`config.mk`:
```
export PLATFORM = sky130hd
export DESIGN_NAME = mdg_ctrl
export DESIGN_NICKNAME = d
export VERILOG_FILES = /design/src/design/mdg_pkg.sv /design/src/design/mdg_ctrl.sv
export SDC_FILE = /design/constraint.sdc
export NUM_CORES = 1
export LEC_CHECK = 0
export BUFFER_PORTS_ARGS = -buffer_cell sky130_fd_sc_hd__buf_2
export CAP_MARGIN = 25
export CORE_MARGIN = 2
export CORE_UTILIZATION = 36
export DETAILED_ROUTE_END_ITERATION = 8
export PLACE_DENSITY_LB_ADDON = 0.15
export SLEW_MARGIN = 30
export SYNTH_ARGS = -nofsm -noshare
export SYNTH_HDL_FRONTEND = slang
export SYNTH_SLANG_ARGS = --single-unit
```
`constraint.sdc`:
```
create_clock -name clk_i -period 2 [get_ports clk_i]
set_clock_uncertainty 0.2 [all_clocks]
set_input_delay 0.2 -clock clk_i [delete_from_list [all_inputs] [get_ports clk_i]]
set_output_delay 0.2 -clock clk_i [all_outputs]
set_load 0.05 [all_outputs]
```
`src/design/mdg_pkg.sv`:
```
// shared constants, command codes and control structs of the max density grid builder
`timescale 1ns / 1ps

package mdg_pkg;

  localparam int MAX_DIVISION  = 16;
  localparam int MAX_DIM       = 1024;
  localparam int TABLE_ENTRIES = 256;

  localparam int GRID_CELLS = MAX_DIVISION * MAX_DIVISION * MAX_DIVISION;
  localparam int COORD_W    = $clog2(MAX_DIVISION);
  localparam int CELL_W     = $clog2(GRID_CELLS);
  localparam int T_W        = 2 * COORD_W;
  localparam int POS_W      = $clog2(MAX_DIM);
  localparam int SIZE_W     = $clog2(MAX_DIM) + 1;
  localparam int DIV_W      = $clog2(MAX_DIVISION) + 1;
  localparam int NUM_W      = POS_W + DIV_W;
  localparam int CNT_W      = $clog2(NUM_W);
  localparam int DENS_W     = 8;
  localparam int ENTRY_W    = $clog2(TABLE_ENTRIES);
  localparam int WORD_W     = 32;
  localparam int CMD_W      = 2;

  localparam logic [WORD_W-1:0] DENSITY_MASK  = 32'hFF00_0000;
  localparam int                DENSITY_SHIFT = 24;

  typedef enum logic [CMD_W-1:0] {
    CMD_LOAD  = 2'd0,
    CMD_VOXEL = 2'd1,
    CMD_READ  = 2'd2,
    CMD_NONE  = 2'd3
  } cmd_e;

  typedef struct packed {
    logic table_we;
    logic voxel_start;
    logic div_step;
    logic cell_a;
    logic cell_b;
    logic grid_rd_voxel;
    logic grid_wr_voxel;
    logic read_start;
    logic out_load;
    logic clear_step;
  } dp_cmd_t;

  typedef struct packed {
    logic clear_last;
  } dp_status_t;

endpackage

```
`src/design/mdg_ctrl.sv`:
```
// controller: sequences clearing pass, table loads, voxel updates and cell reads
`timescale 1ns / 1ps

module mdg_ctrl (
  input  logic                        clk_i,
  input  logic                        rst_ni,
  input  logic                        in_valid_i,
  input  logic [mdg_pkg::CMD_W-1:0]   command_i,
  input  logic                        out_ready_i,
  input  mdg_pkg::dp_status_t         status_i,
  output logic                        in_ready_o,
  output logic                        out_valid_o,
  output mdg_pkg::dp_cmd_t            cmd_o
);

  typedef enum logic [2:0] {
    S_CLEAR,
    S_IDLE,
    S_DIV,
    S_CELL_A,
    S_CELL_B,
    S_GRID_RD,
    S_GRID_WR,
    S_RD_WAIT
  } state_e;

  state_e                    state_q, state_d;
  logic [mdg_pkg::CNT_W-1:0] cnt_q, cnt_d;
  logic                      in_ready_q;
  logic                      out_valid_q, out_valid_d;
  logic                      accept;

  assign accept = in_valid_i && in_ready_q;

  always_comb begin
    state_d = state_q;
    cnt_d   = cnt_q;
    cmd_o   = '0;
    case (state_q)
      S_CLEAR: begin
        cmd_o.clear_step = 1'b1;
        if (status_i.clear_last) begin
          state_d = S_IDLE;
        end
      end
      S_IDLE: begin
        if (accept) begin
          case (mdg_pkg::cmd_e'(command_i))
            mdg_pkg::CMD_LOAD: begin
              cmd_o.table_we = 1'b1;
            end
            mdg_pkg::CMD_VOXEL: begin
              cmd_o.voxel_start = 1'b1;
              cnt_d             = '0;
              state_d           = S_DIV;
            end
            mdg_pkg::CMD_READ: begin
              cmd_o.read_start = 1'b1;
              state_d          = S_RD_WAIT;
            end
            default: ;
          endcase
        end
      end
      S_DIV: begin
        cmd_o.div_step = 1'b1;
        cnt_d          = cnt_q + mdg_pkg::CNT_W'(1);
        if (cnt_q == mdg_pkg::CNT_W'(mdg_pkg::NUM_W - 1)) begin
          state_d = S_CELL_A;
        end
      end
      S_CELL_A: begin
        cmd_o.cell_a = 1'b1;
        state_d      = S_CELL_B;
      end
      S_CELL_B: begin
        cmd_o.cell_b = 1'b1;
        state_d      = S_GRID_RD;
      end
      S_GRID_RD: begin
        cmd_o.grid_rd_voxel = 1'b1;
        state_d             = S_GRID_WR;
      end
      S_GRID_WR: begin
        cmd_o.grid_wr_voxel = 1'b1;
        state_d             = S_IDLE;
      end
      S_RD_WAIT: begin
        // wait for a free output slot, read data holds meanwhile
        if (!out_valid_q || out_ready_i) begin
          cmd_o.out_load = 1'b1;
          state_d        = S_IDLE;
        end
      end
      default: begin
        state_d = S_IDLE;
      end
    endcase
  end

  always_comb begin
    if (cmd_o.out_load) begin
      out_valid_d = 1'b1;
    end else if (out_ready_i) begin
      out_valid_d = 1'b0;
    end else begin
      out_valid_d = out_valid_q;
    end
  end

  always_ff @(posedge clk_i or negedge rst_ni) begin
    if (!rst_ni) begin
      state_q     <= S_CLEAR;
      cnt_q       <= '0;
      in_ready_q  <= 1'b0;
      out_valid_q <= 1'b0;
    end else begin
      state_q     <= state_d;
      cnt_q       <= cnt_d;
      in_ready_q  <= (state_d == S_IDLE);
      out_valid_q <= out_valid_d;
    end
  end

  assign in_ready_o  = in_ready_q;
  assign out_valid_o = out_valid_q;

endmodule
```
==> run_results.csv <==
group,metric,value,unit
setup_path,cp-end-kind,"output port",
yosys,yosys_most_used_dff,"dfrtp_1",
hold_path,min_path_type,"in -> reg",
sta,slew_headroom,74.7,%
route,viasPerCell,4.81,
place,port_buffers,18,
grt,antenna_found_initial,0,
cts,postCtsSetupBuffers,0,
yosys,synthTopCellsByCount,"dfrtp_1, nand2_1, nor2_1",
yosys,synth_cell_type_count,34,
cts,htreeDepth,1,
floorplanning,rows,15,
yosys,syn_area_per_cell,9.32,um2
layout,n_fill_cell,174,
cts,cts-buffers-inserted,3,
outcome,outcome,"completed",
grt,grt_pass1_vias,467,
layout,area_delta_synth_final,21.6,%
cts,clock_latency,0.27,ns
floorplanning,fp.dieW,46.3,um
cts,clkTransAtPathRegs,0.07,ns
route,ant_nets,0,
layout,fin_area,782,um2
job,cap_viol_max_count,0,
grt,grt_usage,15.2,%
yosys,synthCells,69,
setup_path,critPathLaunchType,"register",
setup_path,crit_required,1.60,ns
route,num_vias,543,
power,pwr_density_cell,1630,nW/um2
yosys,ys_warn_count,0,
yosys,ys_seq_area_share,35.0,%
place,place_congestion,0.852,
yosys,syn-cell-area,643,um2
floorplanning,ios,19,
floorplanning,dieArea,2140,um2
place,postPlaceCellArea,737,um2
sta,post-route-period-util,96.4,%
cts,cts_tree,"built",
cts,clockRootBuffer,"clkbuf_4",
floorplanning,start_util,37.7,%
route,drt_iter0_markers,14,
sta,drv_slew,0,
power,ir_drop,0.000523,V
layout,antenna_cells,0,
setup_path,critPathArrivalTime,1.53,ns
route,first_pass_iters,4,
floorplanning,die_height,46.3,um
layout,finalNetCount,101,
sta,fmax,519,MHz
cts,clock_path_buffers,2,
place,place.detailed.hpwl,994,um
yosys,ys_ff_latch,9,
yosys,synth.most_common_cell,"dfrtp_1",
route,post_drt_wl_per_cell,12.2,um
route,wl,1380,um
sta,finalSetupViolations,0,
grt,gr-total-overflow,0,
yosys,synth_top_area_share,35.0,%
grt,grt_first_pass_wirelength,2180,um
yosys,synth_edf_count,0,
floorplanning,core_area,1710,um2
setup_path,critPathMaxFanout,11,
sta,tightest_slew,0.379,ns
sta,finalHoldViolCount,0,
setup_path,critPathKind,"reg -> out",
yosys,ys_top_cells_by_area,"dfrtp_1, ha_1, nand2_1",
power,p_leak,0.000406,uW
cts,cts.sinks,9,
sta,grt_setup_unrepaired,"no",
layout,drive_gt1_share,37.5,%
route,drc,0,
sta,period_needed,1.93,ns
grt,grt_max_degree,12,
yosys,yosysTopAreaCell,"dfrtp_1",
yosys,syn_nets,81,
sta,tns,0,ns
yosys,async_flop_share,100,%
-- layer usage --
metal	GRT usage (%)	vias up	routed length [um]
li1	-	270	-
met1	20.8	251	686
met2	21.4	17	591
met3	1.57	5	58
met4	12.0	0	45
met5	0	-	0
-- through the flow --
stage	setup slack [ns]	std cells	hold WS, ns	utilization (%)	total power [uW]
floorplan	-0.00414	69	-0.296	-	997
global placement	0.359	108	-0.131	43.2	1110
detailed placement	0.339	108	-0.129	43.2	1110
CTS	0.0241	113	0.0559	45.3	1270
global route	0.00249	113	0.0804	45.8	1380
finish	0.0716	113	0.0561	45.8	1280
-- critical path, cell delays in order, from the launching register on --
cell      delay (ns)
dfrtp_1         0.50
and2b_4         0.34
nand2b_4        0.08
inv_4           0.07
buf_2           0.25
-- path summary, 6_finish.rpt --
check                                  from     endpoint  slack [ns]  depth (start not counted)
worst max-delay path             state_q[2]     cmd_o[7]        0.07                          4
worst min-delay path            out_ready_i  out_valid_o        0.06                          3
worst max register to register   state_q[2]     cnt_q[0]        0.34                          5
worst min register to register     cnt_q[0]     cnt_q[0]        0.32                          1
max in group asynchronous            rst_ni   state_q[0]        1.29                          2
min in group asynchronous            rst_ni   state_q[2]        0.11                          2
-- layout make-up --
cell class	count	area (um2)	area share (%)
well taps	25	31.3	4.00
repair buffers	20	110	14.1
multi-input cells	51	370	47.4
clock buffers	4	26.3	3.36
flip-flops and latches	9	226	29.0
inverters	4	17.5	2.24
-- cell usage in the layout, fill, tap and decap left out, drive strengths merged --
master       Yosys  final
dlygate4sd3      0      1
dfrtp            9      9
o22ai            1      1
ha               5      5
buf              4     18
and3b            1      1
nor2             8      8
xor2             2      2
clkbuf           1      5
nand3            1      1
o21ai            2      2
nand4            1      1
inv              4      4
and2             1      1
nand2b           3      3
nor3b            2      2
or3              3      3
nand2            7      7
nand4b           2      2
nor3             1      1
and2b            1      1
a221oi           1      1
a21boi           1      1
nor2b            1      1
and3             4      4
a21oi            3      3
-- cells by family (layout without fill, tap and decap cells) --
group,Yosys count,count (layout),synth area share (%)
buffers and inverters,9,28,8.95
DFF,9,9,35.0
and+or+nand+nor,36,36,34.0
AOI/OAI and AO/OA,8,8,9.53
xor gates and xnor gates,2,2,2.72
adders and majority gates,5,5,9.73
-- repair_timing --
| action | 4_1_cts | 5_1_grt |
|---|---|---|
| hold buffers | 1 | 0 |
| endpoints found under the hold margin | 9 | 0 |
| resized for setup | 0 | 3 |
| endpoints found under the setup margin | 0 | 1 |
-- sequential cells by signal (all words and copies together), names as in the netlist --
| register | flops |
|---|---|
| cnt_q | 4 |
| in_ready_o | 1 |
| state_q | 3 |
| out_valid_o | 1 |
-- power by group --
group	switching, uW	leakage [uW]	internal, uW	total [uW]
sequential	141	0.000107	273	414
combinational	457	0.000285	256	714
clock	71.7	0.0000150	77.3	149
total	670	0.000406	607	1280
Power figures use the tool's default switching activity.
